[src/rtl/ipt_pkg.sv]
package ipt_pkg;

	localparam int PH_W   = 40;
	localparam int FREQ_W = 32;
	localparam int PER_W  = 32;
	localparam int PROD_W = 64;
	localparam int EXT_W  = PH_W + 2;

	localparam logic [PER_W-1:0] PERIOD_RESET = 32'd89478;

	localparam logic signed [EXT_W-1:0] ONE_CYCLE = 42'sh0_0001_0000_0000;
	localparam logic signed [EXT_W-1:0] S40_MAX   = 42'sh0_7F_FFFF_FFFF;
	localparam logic signed [EXT_W-1:0] S40_MIN   = 42'sh380_0000_0000;

	localparam logic signed [PROD_W-1:0] STEP_MAX = 64'sh0000_007F_FFFF_FFFF;
	localparam logic signed [PROD_W-1:0] STEP_MIN = 64'shFFFF_FF80_0000_0000;

	typedef logic signed [PH_W-1:0] phase_t;

	typedef struct packed {
		logic signed [PROD_W-1:0] prod;
		phase_t                   offset;
		logic                     restart;
	} stage_t;

	typedef struct packed {
		logic   hit;
		phase_t phase;
	} wrap_t;

	function automatic logic signed [EXT_W-1:0] ext(input phase_t p);
		return {{2{p[PH_W-1]}}, p};
	endfunction

	function automatic phase_t sat40(input logic signed [EXT_W-1:0] x);
		phase_t r;
		if (x > S40_MAX) begin
			r = S40_MAX[PH_W-1:0];
		end else if (x < S40_MIN) begin
			r = S40_MIN[PH_W-1:0];
		end else begin
			r = x[PH_W-1:0];
		end
		return r;
	endfunction

	function automatic phase_t sat_step(input logic signed [PROD_W-1:0] prod);
		logic signed [PROD_W-1:0] q;
		phase_t r;
		q = prod >>> 8;
		if (q > STEP_MAX) begin
			r = STEP_MAX[PH_W-1:0];
		end else if (q < STEP_MIN) begin
			r = STEP_MIN[PH_W-1:0];
		end else begin
			r = q[PH_W-1:0];
		end
		return r;
	endfunction

	function automatic wrap_t wrap_test(input logic neg, input phase_t p);
		logic signed [EXT_W-1:0] x;
		logic signed [EXT_W-1:0] y;
		logic signed [EXT_W-1:0] t;
		wrap_t r;
		x = ext(p);
		y = x;
		t = '0;
		r.hit = 1'b0;
		r.phase = p;
		if (neg) begin
			if (x <= 42'sd0) begin
				y = x + ONE_CYCLE;
				if (y <= 42'sd0) begin
					t = -y;
					y = -$signed({10'd0, t[31:0]});
				end
				r.hit = 1'b1;
				r.phase = y[PH_W-1:0];
			end
		end else begin
			if (x >= ONE_CYCLE) begin
				y = x - ONE_CYCLE;
				if (y >= ONE_CYCLE) begin
					y = $signed({10'd0, y[31:0]});
				end
				r.hit = 1'b1;
				r.phase = y[PH_W-1:0];
			end
		end
		return r;
	endfunction

endpackage

[src/rtl/impulse_phasor_trigger.sv]
// Impulse oscillator with phase modulation: every request carries a frequency (signed Q24.8 Hz),
// a phase offset (signed Q8.32 cycles) and a restart flag, and yields one impulse bit that is
// high when the phase wrapped on that sample. One request is taken per cycle while req_stall is low,
// and its result passes three registered stages: the input register, the frequency times
// sample-period multiply, and the phase update, whose wrap, offset and increment logic is
// combinational and feeds the phase state register. The sample period is a 32-bit Q0.32
// register, reset to 89478; write it only while idle, as the block does not enforce this.
module impulse_phasor_trigger (
	input  logic               clk,
	input  logic               arst_n,
	input  logic               req_valid,
	output logic               req_stall,
	input  logic signed [31:0] frequency,
	input  logic signed [39:0] phase_offset,
	input  logic               restart,
	output logic               rsp_valid,
	input  logic               rsp_stall,
	output logic               impulse,
	input  logic               sample_period_we,
	input  logic [31:0]        sample_period
);
	import ipt_pkg::*;

	logic   req_ready;
	logic   s2_valid;
	logic   s2_ready;
	stage_t s2_data;

	assign req_stall = !req_ready;

	ipt_mult u_mult (
		.clk          (clk),
		.arst_n       (arst_n),
		.req_valid    (req_valid),
		.req_ready    (req_ready),
		.frequency    (frequency),
		.phase_offset (phase_offset),
		.restart      (restart),
		.period_we    (sample_period_we),
		.period_wdata (sample_period),
		.s2_valid     (s2_valid),
		.s2_ready     (s2_ready),
		.s2_data      (s2_data)
	);

	ipt_core u_core (
		.clk       (clk),
		.arst_n    (arst_n),
		.s2_valid  (s2_valid),
		.s2_ready  (s2_ready),
		.s2_data   (s2_data),
		.rsp_valid (rsp_valid),
		.rsp_stall (rsp_stall),
		.impulse   (impulse)
	);

endmodule

[src/rtl/ipt_mult.sv]
module ipt_mult (
	input  logic                        clk,
	input  logic                        arst_n,
	input  logic                        req_valid,
	output logic                        req_ready,
	input  logic signed [31:0]          frequency,
	input  logic signed [39:0]          phase_offset,
	input  logic                        restart,
	input  logic                        period_we,
	input  logic [31:0]                 period_wdata,
	output logic                        s2_valid,
	input  logic                        s2_ready,
	output ipt_pkg::stage_t             s2_data
);
	import ipt_pkg::*;

	logic [PER_W-1:0]          sample_period_q;
	logic                      valid_s1;
	logic signed [FREQ_W-1:0]  freq_s1;
	phase_t                    offset_s1;
	logic                      restart_s1;
	logic                      valid_s2;
	stage_t                    data_s2;
	logic signed [PROD_W:0]    prod_full;
	logic                      s1_ready;

	assign s1_ready  = !valid_s1 || s2_ready;
	assign req_ready = s1_ready;
	assign prod_full = $signed(freq_s1) * $signed({1'b0, sample_period_q});

	always_ff @(posedge clk or negedge arst_n) begin
		if (!arst_n) begin
			sample_period_q <= PERIOD_RESET;
		end else if (period_we) begin
			sample_period_q <= period_wdata;
		end
	end

	always_ff @(posedge clk or negedge arst_n) begin
		if (!arst_n) begin
			valid_s1 <= 1'b0;
			valid_s2 <= 1'b0;
		end else begin
			if (s1_ready) begin
				valid_s1 <= req_valid;
			end
			if (s2_ready) begin
				valid_s2 <= valid_s1;
			end
		end
	end

	always_ff @(posedge clk) begin
		if (s1_ready && req_valid) begin
			freq_s1    <= frequency;
			offset_s1  <= phase_offset;
			restart_s1 <= restart;
		end
		if (s2_ready && valid_s1) begin
			data_s2.prod    <= prod_full[PROD_W-1:0];
			data_s2.offset  <= offset_s1;
			data_s2.restart <= restart_s1;
		end
	end

	assign s2_valid = valid_s2;
	assign s2_data  = data_s2;

endmodule

[src/rtl/ipt_core.sv]
module ipt_core (
	input  logic            clk,
	input  logic            arst_n,
	input  logic            s2_valid,
	output logic            s2_ready,
	input  ipt_pkg::stage_t s2_data,
	output logic            rsp_valid,
	input  logic            rsp_stall,
	output logic            impulse
);
	import ipt_pkg::*;

	phase_t phase_acc_q;
	phase_t last_offset_q;
	phase_t phase_step_q;
	logic   out_valid_q;
	logic   impulse_q;

	phase_t step;
	phase_t start_phase;
	wrap_t  start_wrap;
	wrap_t  first_wrap;
	wrap_t  second_wrap;
	phase_t mod_phase;
	phase_t next_phase;
	logic   out_ready;
	logic   advance;

	assign out_ready = !out_valid_q || !rsp_stall;
	assign s2_ready  = out_ready;
	assign advance   = s2_valid && out_ready;

	always_comb begin
		step = sat_step(s2_data.prod);
		start_phase = {8'd0, s2_data.offset[31:0]};
		if (s2_data.offset[31:0] == 32'd0 && !step[PH_W-1]) begin
			start_phase = ONE_CYCLE[PH_W-1:0];
		end
		start_wrap  = wrap_test(step[PH_W-1], start_phase);
		first_wrap  = wrap_test(phase_step_q[PH_W-1], phase_acc_q);
		mod_phase   = sat40(ext(first_wrap.phase) + (ext(s2_data.offset) - ext(last_offset_q)));
		second_wrap = wrap_test(phase_step_q[PH_W-1], mod_phase);
		next_phase  = sat40(ext(second_wrap.phase) + ext(step));
	end

	always_ff @(posedge clk or negedge arst_n) begin
		if (!arst_n) begin
			phase_acc_q   <= '0;
			last_offset_q <= '0;
			phase_step_q  <= '0;
			out_valid_q   <= 1'b0;
		end else begin
			if (out_ready) begin
				out_valid_q <= s2_valid;
			end
			if (advance) begin
				last_offset_q <= s2_data.offset;
				phase_step_q  <= step;
				phase_acc_q   <= s2_data.restart ? start_phase : next_phase;
			end
		end
	end

	always_ff @(posedge clk) begin
		if (advance) begin
			impulse_q <= s2_data.restart ? start_wrap.hit : first_wrap.hit;
		end
	end

	assign rsp_valid = out_valid_q;
	assign impulse   = impulse_q;

endmodule

[config.mk]
export PLATFORM = sky130hd
export DESIGN_NAME = impulse_phasor_trigger
export DESIGN_NICKNAME = d
export VERILOG_FILES = /design/src/rtl/ipt_pkg.sv /design/src/rtl/impulse_phasor_trigger.sv /design/src/rtl/ipt_mult.sv /design/src/rtl/ipt_core.sv
export SDC_FILE = /design/constraint.sdc
export NUM_CORES = 2
export LEC_CHECK = 0
export BUFFER_PORTS_ARGS = -buffer_cell sky130_fd_sc_hd__buf_2
export CAP_MARGIN = 15
export CORE_ASPECT_RATIO = 1.25
export CORE_UTILIZATION = 55
export DETAILED_ROUTE_END_ITERATION = 10
export GPL_ROUTABILITY_DRIVEN = 1
export GPL_TIMING_DRIVEN = 1
export PLACE_DENSITY_LB_ADDON = 0.08
export SLEW_MARGIN = 0
export SYNTH_ARGS = -nofsm -noshare
export SYNTH_HDL_FRONTEND = slang
export SYNTH_SLANG_ARGS = --single-unit
[constraint.sdc]
create_clock -name clk -period 22.7 [get_ports clk]
set_input_delay 4.54 -clock clk [delete_from_list [all_inputs] [get_ports clk]]
set_output_delay 4.54 -clock clk [all_outputs]
set_load 0.01 [all_outputs]
== After elaboration in Yosys (flattened, before gate mapping) ==
Cells that the tools add are included.

* Bits of input ports: 110
* Word-level logic and storage cells: 84
* Memories kept: 0
* Register bits after elaboration: 334
* Bits in writable memories: 0
* Latch bits: 0
* Output and inout port bits: 3
* Bits in read-only memories: 0

* Bitwise logic cells: 0
* $add $sub $neg: 15
* Multiplexer cells: 24
* Shift-type cells: 0
* Reductions and logical operators: 12
* Divide/modulo/power cells: 0
* Equality and inequality tests: 0
* $mul: 1
* $lt $le $gt $ge: 18

{| class="wikitable"
|+ Operators by type and width
! kind !! count
|-
| $mux W40 || 16
|-
| $mux W41 || 6
|-
| $neg A32 Y40 || 3
|-
| $neg A32 Y32 || 3
|-
| $gt A42 B40 Y1 const B || 2
|-
| $lt A42 B40 Y1 const B || 2
|-
| $add A40 B34 Y41 const B || 2
|-
| $ge A41 B34 Y1 const B || 2
|-
| $le A41 B1 Y1 const B || 2
|-
| $sub A40 B34 Y41 const B || 2
|-
| $ge A40 B34 Y1 const B || 2
|-
| $le A40 B1 Y1 const B || 2
|-
| $mul A32 B33 Y64 || 1
|-
| $gt A56 B40 Y1 const B || 1
|-
| $lt A56 B40 Y1 const B || 1
|-
| $add A40 B41 Y42 || 1
|-
| $add A40 B40 Y41 || 1
|-
| $sub A40 B40 Y41 || 1
|-
| $add A33 B33 Y34 const B || 1
|-
| $ge A34 B34 Y1 const B || 1
|-
| $le A34 B1 Y1 const B || 1
|-
| $sub A33 B33 Y34 const B || 1
|-
| $ge A33 B33 Y1 const B || 1
|-
| $le A33 B1 Y1 const B || 1
|-
| other kinds (6) || 14
|}

== Logic depth before layout (Yosys ltp) ==
* Word-level depth: 21
* Gate-level depth with buffers: 64
* Mapped depth without buffers: 56

== Modules after synthesis ==
Synthesis repeated with hierarchy kept, for this count alone.

* Cells, all modules: 6353
* Area, all modules: 57054.7 µm²

{| class="wikitable"
|+ Modules (own cells, without submodules)
! module !! cells each !! sequential area each (µm²) !! area each (µm²) !! instances
|-
| ipt_mult || 4091 || 6207.2 || 40811.6 || 1
|-
| ipt_core || 2261 || 2082.0 || 16239.3 || 1
|-
| impulse_phasor_trigger || 1 || 0.0 || 3.8 || 1
|}

== Least setup slack after synthesis ==
Ideal clock, no wire load.

* Kind: reg2reg
* From: register u_core.phase_acc_q[3]
* To: register u_core.phase_acc_q[36]
* Path buffers: 11
* Clock period less this slack: 14.599 ns
* Setup time: 0.150 ns
* Stages on the path, launching flop included: 60
* Path slack: 8.101 ns
* Arrival time: 14.450 ns
* Data required time: 22.550 ns
* Path through: dfrtp_1 -> clkbuf_1 -> or3_1 -> clkbuf_1 -> nor3_2 -> nand4b_1 -> nor4_1 -> nand3b_1 -> or4_1 -> nor2_1 -> a22o_1 -> clkbuf_1 -> and2_1 -> clkbuf_1 -> nand2_1 -> xnor2_1 -> fa_1 -> ha_1 -> (+24 left out) -> nor2_1 -> xnor2_1 -> ha_1 -> nor2b_1 -> o21a_1 -> o21ai_0 -> a211oi_1 -> o32a_1 -> a311o_1 -> a21oi_1 -> o31a_1 -> o21ai_0 -> o41a_1 -> o21ai_1 -> nor2_1 -> nand2_1 -> clkbuf_1 -> o221ai_1

* Longest elaborated chain between the ends: 21
* Elaborated cells on any way between the ends: 37
* Those cells by class: add/sub (10); order compare (12); mux (15)

{| class="wikitable"
|+ Ends and longest elaborated chain
! item !! RTL line !! source
|-
| from (decl) || ipt_core.sv:13 || <nowiki>phase_t phase_acc_q;</nowiki>
|-
| from (signal assigned) || ipt_core.sv:59 || <nowiki>phase_acc_q <= s2_data.restart ? start_phase : next_phase;</nowiki>
|-
| $add A40 B34 Y41 || ipt_pkg.sv:73 || <nowiki>y = x + ONE_CYCLE;</nowiki>
|-
| $neg A32 Y32 || ipt_pkg.sv:75 || <nowiki>t = -y;</nowiki>
|-
| $neg A32 Y40 || ipt_pkg.sv:76 || <nowiki>y = -$signed({10'd0, t[31:0]});</nowiki>
|-
| $mux W40 || ipt_pkg.sv:74 || <nowiki>if (y <= 42'sd0) begin</nowiki>
|-
| $mux W41 || ipt_pkg.sv:72 || <nowiki>if (x <= 42'sd0) begin</nowiki>
|-
| $mux W41 * || ipt_pkg.sv:71 || <nowiki>if (neg) begin</nowiki>
|-
| $add A40 B41 Y42 * || ipt_core.sv:41 || <nowiki>mod_phase = sat40(ext(first_wrap.phase) + (ext(s2_data.offset) - ext(last_offset_q)));</nowiki>
|-
| $lt A42 B40 Y1 || ipt_pkg.sv:39 || <nowiki>end else if (x < S40_MIN) begin</nowiki>
|-
| (+5 left out) || - ||
|-
| $mux W40 || ipt_pkg.sv:74 ||
|-
| $mux W40 || ipt_pkg.sv:72 ||
|-
| $mux W40 * || ipt_pkg.sv:71 ||
|-
| $add A40 B40 Y41 * || ipt_core.sv:43 || <nowiki>next_phase = sat40(ext(second_wrap.phase) + ext(step));</nowiki>
|-
| $lt A42 B40 Y1 || ipt_pkg.sv:39 ||
|-
| $mux W40 || ipt_pkg.sv:39 ||
|-
| $mux W40 * || ipt_pkg.sv:37 || <nowiki>if (x > S40_MAX) begin</nowiki>
|-
| $mux W40 * || ipt_core.sv:59 ||
|}

Mark *: on every way between the ends. The rest lies on a longest branch, timed or not.
A chain may end at the register's enable or synchronous reset.

== Final worst setup path ==
* From: register u_core.phase_acc_q[0]
* To: register u_core.phase_acc_q[36]

The elaborated chain is that of the path after synthesis.

==> qor.log <==
[sta] count of final setup violators 0
[setup_path] Reg2Reg Launch Point u_core.phase_acc_q[0]
[clock_tree] number of buffers on the longest clock path 3
[global_route] global-route wire length before repair 277 mm
[logic_synthesis] Most used DFF post-synth sky130_fd_sc_hd__edfxtp_1
[die] number of placement rows 128
[setup_path] crit-path max cell delay 0.82 ns
[drt] via density per instance 5.90
[cells_and_area] Area growth, synth to finish 5.59%
[worst_hold_path] hold path depth 0
[drt] DRC Markers 0
[setup_path] required time at the worst-slack endpoint 23.13 ns
[worst_hold_path] launch point of the worst hold path u_mult.offset_s1[22]
[cells_and_area] fillers 8,937
[clock_tree] total number of clock tree sinks 287
[sta] worst clock skew 0.0491 ns
[clock_tree] clock tree from TritonCTS done
[clock_tree] # resized after CTS 0
[run_status] run status completed
[clock_tree] clock transition time at the flip-flop clock pins of the worst setup and hold paths 0.07 ns
[sta] worst-case setup margin in the final layout 3.97 ns
[sta] maximum clock frequency 53.4 MHz
[place] detailed placer's ending HPWL 139 mm
[clock_tree] Post-CTS Hold Buffers 0
[place] Final GP Congestion 0.985
[setup_path] critical path class reg2reg
[clock_tree] worst-skew pair later-pin latency 0.61 ns
[place] buffers added on ports 112
[cells_and_area] count of nets after finishing 7,473
[cells_and_area] multi-input gate area in the final layout 40,800 µm²
[global_route] initial antenna violation count 15
[drt] final WL 180 mm
[logic_synthesis] top cells by area, synth sky130_fd_sc_hd__fa_1, sky130_fd_sc_hd__edfxtp_1, sky130_fd_sc_hd__ha_1
[die] die height 354 µm
[logic_synthesis] FFs w/ async S/R, synth 40.4%
[logic_synthesis] synthesized flop and latch total 287
[logic_synthesis] Syn Inst Count 6,130
[global_route] vias in the first global route 46,638
[drt] number of iterations in the first detailed-routing pass 6
[clock_tree] number of levels in the clock H-tree 2
[setup_path] sort of element at the end of the critical path flip-flop
[logic_synthesis] netlist area before placement 54,400 µm²
[sta] Pins Over Slew Limit 0
[place] post-placement worst setup slack 4.25 ns
[setup_path] Critical Path Source Type flip-flop
[logic_synthesis] number of flops mapped to enable cells by yosys 171
[logic_synthesis] number of warnings reported in the yosys synthesis log 0
[drt] number of nets with antenna violations after detailed routing 0
[sta] setup repair after global routing missed its margin false
[logic_synthesis] Post-Syn Area per Cell 8.88 µm²
[clock_tree] clk root buf sky130_fd_sc_hd__clkbuf_16
[global_route] final global-route overflow total 0
[sta] Setup TNS 0 ns
[sta] final critical-path required period 18.73 ns
[cells_and_area] share of post-route cells with drive strength above 1 6.37%
[clock_tree] post-CTS setup buffer count 0
[logic_synthesis] distinct cell type count of the synthesized netlist 109
[die] initial core utilization 55.7%
[setup_path] slowest cell on the critical path sky130_fd_sc_hd__nand2_1
[drt] Vias 43,543
[logic_synthesis] synthesized netlist net count 7,558
[setup_path] register-to-register path setup slack 3.97 ns
[drt] routed wire length per instance 24.4 µm
[worst_hold_path] class of the most critical hold timing path reg2reg
[setup_path] Max FO, Critical Path 56
[logic_synthesis] area fraction of the dominant cell type after synthesis 34.5%
[setup_path] CP dominant cell by count sky130_fd_sc_hd__nor2_1
[sta] relative slew slack 30.7%
[cells_and_area] footprint of the flip-flops and latches 8050 µm²
[logic_synthesis] proportion of synthesized chip area in sequential cells 14.8%
[setup_path] Worst R2R End u_core.phase_acc_q[36]
[die] placeable core area 97,700 µm²
[setup_path] data arrival time of the worst path 19.16 ns
[sta] portion of the clock cycle consumed by the worst path in the final layout 82.5%
[sta] slew at the pin closest to its max-slew limit 1.04 ns
[logic_synthesis] cell accounting for the most synthesized area sky130_fd_sc_hd__fa_1
[clock_tree] CTS buffer count 36
[die] Die Outline Area 100,000 µm²
[worst_hold_path] endpoint of the worst hold path u_mult.s2_data[23]
[global_route] pin count of the biggest net entering global routing 65
[sta] final hold vios 0
[global_route] total global-route track usage 36.9%
[die] x dimension of the die 283 µm
[run] max-capacitance violation count 0
[drt] violation count after the first detailed-route iteration 2,536
[setup_path] count of cells along the worst register-to-register path 54
[die] io pins 113
[stage by stage]
| stage | hold slack, ns | instances | util, % | instance area, µm² |
|---|---|---|---|---|
| after CTS | 0.422 | 7373 | 58.8 | 57500 |
| final | 0.423 | 7382 | 58.8 | 57500 |
| after global routing | 0.428 | 7376 | 58.8 | 57500 |
| after detailed placement | 0.405 | 7307 | 57.4 | 56100 |
| after floorplan | 0.400 | 6130 | - | 54400 |
| after global placement | 0.402 | 7307 | 57.4 | 56100 |
[registers in the layout, summed over array words and instances (netlist names)]
signal,cells
u_core.impulse,1
u_core.last_offset_q,40
u_core.phase_acc_q,40
u_core.phase_step_q,1
u_core.rsp_valid,1
u_mult.freq_s1,32
u_mult.offset_s1,40
u_mult.restart_s1,1
u_mult.s2_data,97
u_mult.s2_valid,1
u_mult.sample_period_q,32
u_mult.valid_s1,1
[cell type report]
| type | instances | area share, % |
|---|---|---|
| sequential | 287 | 14.0 |
| clock inverter | 22 | 0.592 |
| inverter | 1151 | 7.52 |
| clock buffer | 44 | 1.75 |
| antenna | 9 | 0.0392 |
| timing repair buffer | 209 | 2.25 |
| multi-input combinational | 4360 | 71.0 |
| tap | 1300 | 2.83 |
[layer usage]
layer  global-route usage (%)  share of wire [%]  vias up  wire, µm
li1                         -                  -    19193         -
met2                     64.4                 50     1731     89200
met3                     5.54                6.1      619     11000
met4                     27.7                9.0        4     16300
met1                     40.9                 35    21996     63600
met5                        0              0.015        -        27
[layout by cell type (no fill, tap or decap), types with 31 or more instances in the layout]
| master | count |
|---|---|
| sky130_fd_sc_hd__xnor2_1 | 146 |
| sky130_fd_sc_hd__buf_4 | 97 |
| sky130_fd_sc_hd__xor2_1 | 70 |
| sky130_fd_sc_hd__nand3_1 | 71 |
| sky130_fd_sc_hd__a21o_1 | 122 |
| sky130_fd_sc_hd__fa_1 | 937 |
| sky130_fd_sc_hd__mux2_2 | 34 |
| sky130_fd_sc_hd__nor4_1 | 36 |
| sky130_fd_sc_hd__nor2_1 | 200 |
| sky130_fd_sc_hd__nor3_1 | 78 |
| sky130_fd_sc_hd__nand2b_1 | 53 |
| sky130_fd_sc_hd__buf_2 | 111 |
| sky130_fd_sc_hd__or3_1 | 31 |
| sky130_fd_sc_hd__o21ai_0 | 159 |
| sky130_fd_sc_hd__edfxtp_1 | 171 |
| sky130_fd_sc_hd__nand4_1 | 45 |
| sky130_fd_sc_hd__nand2_1 | 990 |
| sky130_fd_sc_hd__dfrtp_1 | 107 |
| sky130_fd_sc_hd__inv_1 | 1150 |
| sky130_fd_sc_hd__and2_1 | 256 |
| sky130_fd_sc_hd__clkbuf_16 | 38 |
| sky130_fd_sc_hd__ha_1 | 381 |
| sky130_fd_sc_hd__o21a_1 | 45 |
| sky130_fd_sc_hd__a21oi_1 | 209 |
| sky130_fd_sc_hd__and3_1 | 40 |
| sky130_fd_sc_hd__o211ai_1 | 43 |
[logic make-up after synthesis]
| logic type | synth area share, % |
|---|---|
| xor+xnor | 3.51 |
| simple gates | 16.6 |
| fa+ha+maj | 43.3 |
| mux | 0.869 |
| flops | 14.8 |
| compound gates | 10.6 |
| buf+inv | 10.3 |
[worst max path at each step]
stage	startpoint	slack (ns)	endpoint
5_1_grt	u_core.phase_acc_q[0]	2.77	u_core.phase_acc_q[36]
6_report	u_core.phase_acc_q[0]	3.97	u_core.phase_acc_q[36]
3_3_place_gp	u_core.phase_acc_q[5]	4.69	u_core.phase_acc_q[2]
2_1_floorplan	u_core.phase_acc_q[3]	8.10	u_core.phase_acc_q[36]
4_1_cts	u_core.phase_acc_q[0]	4.18	u_core.phase_acc_q[36]
3_5_place_dp	u_core.phase_acc_q[0]	4.25	u_core.phase_acc_q[36]
[synthesized netlist by cell type (7+ instances only)]
master / number
sky130_fd_sc_hd__nand4b_1: 8
sky130_fd_sc_hd__buf_2: 25
sky130_fd_sc_hd__nor3b_1: 10
sky130_fd_sc_hd__xor2_1: 70
sky130_fd_sc_hd__and3_1: 40
sky130_fd_sc_hd__nor2_1: 201
sky130_fd_sc_hd__clkbuf_1: 292
sky130_fd_sc_hd__dfstp_2: 9
sky130_fd_sc_hd__and2_1: 258
sky130_fd_sc_hd__nand2b_1: 53
sky130_fd_sc_hd__nand3b_1: 12
sky130_fd_sc_hd__o21a_1: 45
sky130_fd_sc_hd__nand4_1: 45
sky130_fd_sc_hd__a211oi_1: 27
sky130_fd_sc_hd__nor2b_1: 23
sky130_fd_sc_hd__o22ai_1: 20
sky130_fd_sc_hd__a211o_1: 8
sky130_fd_sc_hd__a21oi_1: 209
sky130_fd_sc_hd__nand2_1: 991
sky130_fd_sc_hd__mux2_2: 34
sky130_fd_sc_hd__o21ai_0: 159
sky130_fd_sc_hd__or4_1: 14
sky130_fd_sc_hd__fa_1: 937
sky130_fd_sc_hd__o211ai_1: 43
sky130_fd_sc_hd__a21boi_0: 8
sky130_fd_sc_hd__nor3_1: 78
sky130_fd_sc_hd__xnor2_1: 146
sky130_fd_sc_hd__a21o_1: 122
sky130_fd_sc_hd__ha_1: 381
sky130_fd_sc_hd__nor4_1: 36
sky130_fd_sc_hd__edfxtp_1: 171
sky130_fd_sc_hd__a31oi_1: 27
sky130_fd_sc_hd__o21ai_1: 16
sky130_fd_sc_hd__inv_1: 1151
sky130_fd_sc_hd__o2111ai_1: 7
sky130_fd_sc_hd__mux2i_1: 9
sky130_fd_sc_hd__a22oi_1: 14
sky130_fd_sc_hd__o31ai_1: 9
sky130_fd_sc_hd__a2111oi_0: 7
sky130_fd_sc_hd__dfrtp_1: 107
sky130_fd_sc_hd__buf_1: 12
sky130_fd_sc_hd__or2_2: 18
sky130_fd_sc_hd__o21bai_1: 22
sky130_fd_sc_hd__or3_1: 31
sky130_fd_sc_hd__nand3_1: 71
[critical path: cells and delay by family (launching register included)]
kind | cells | cell delay [ns]
adders and majority gates | 5 | 1.88
buffers and inverters | 3 | 0.75
xor gates and xnor gates | 2 | 0.37
DFF | 1 | 0.46
and+or+nand+nor | 23 | 8.58
AOI/OAI and AO/OA | 21 | 6.43
Power is not shown: default switching activity piles up to over one toggle a cycle in this logic, so the estimate is an artifact.
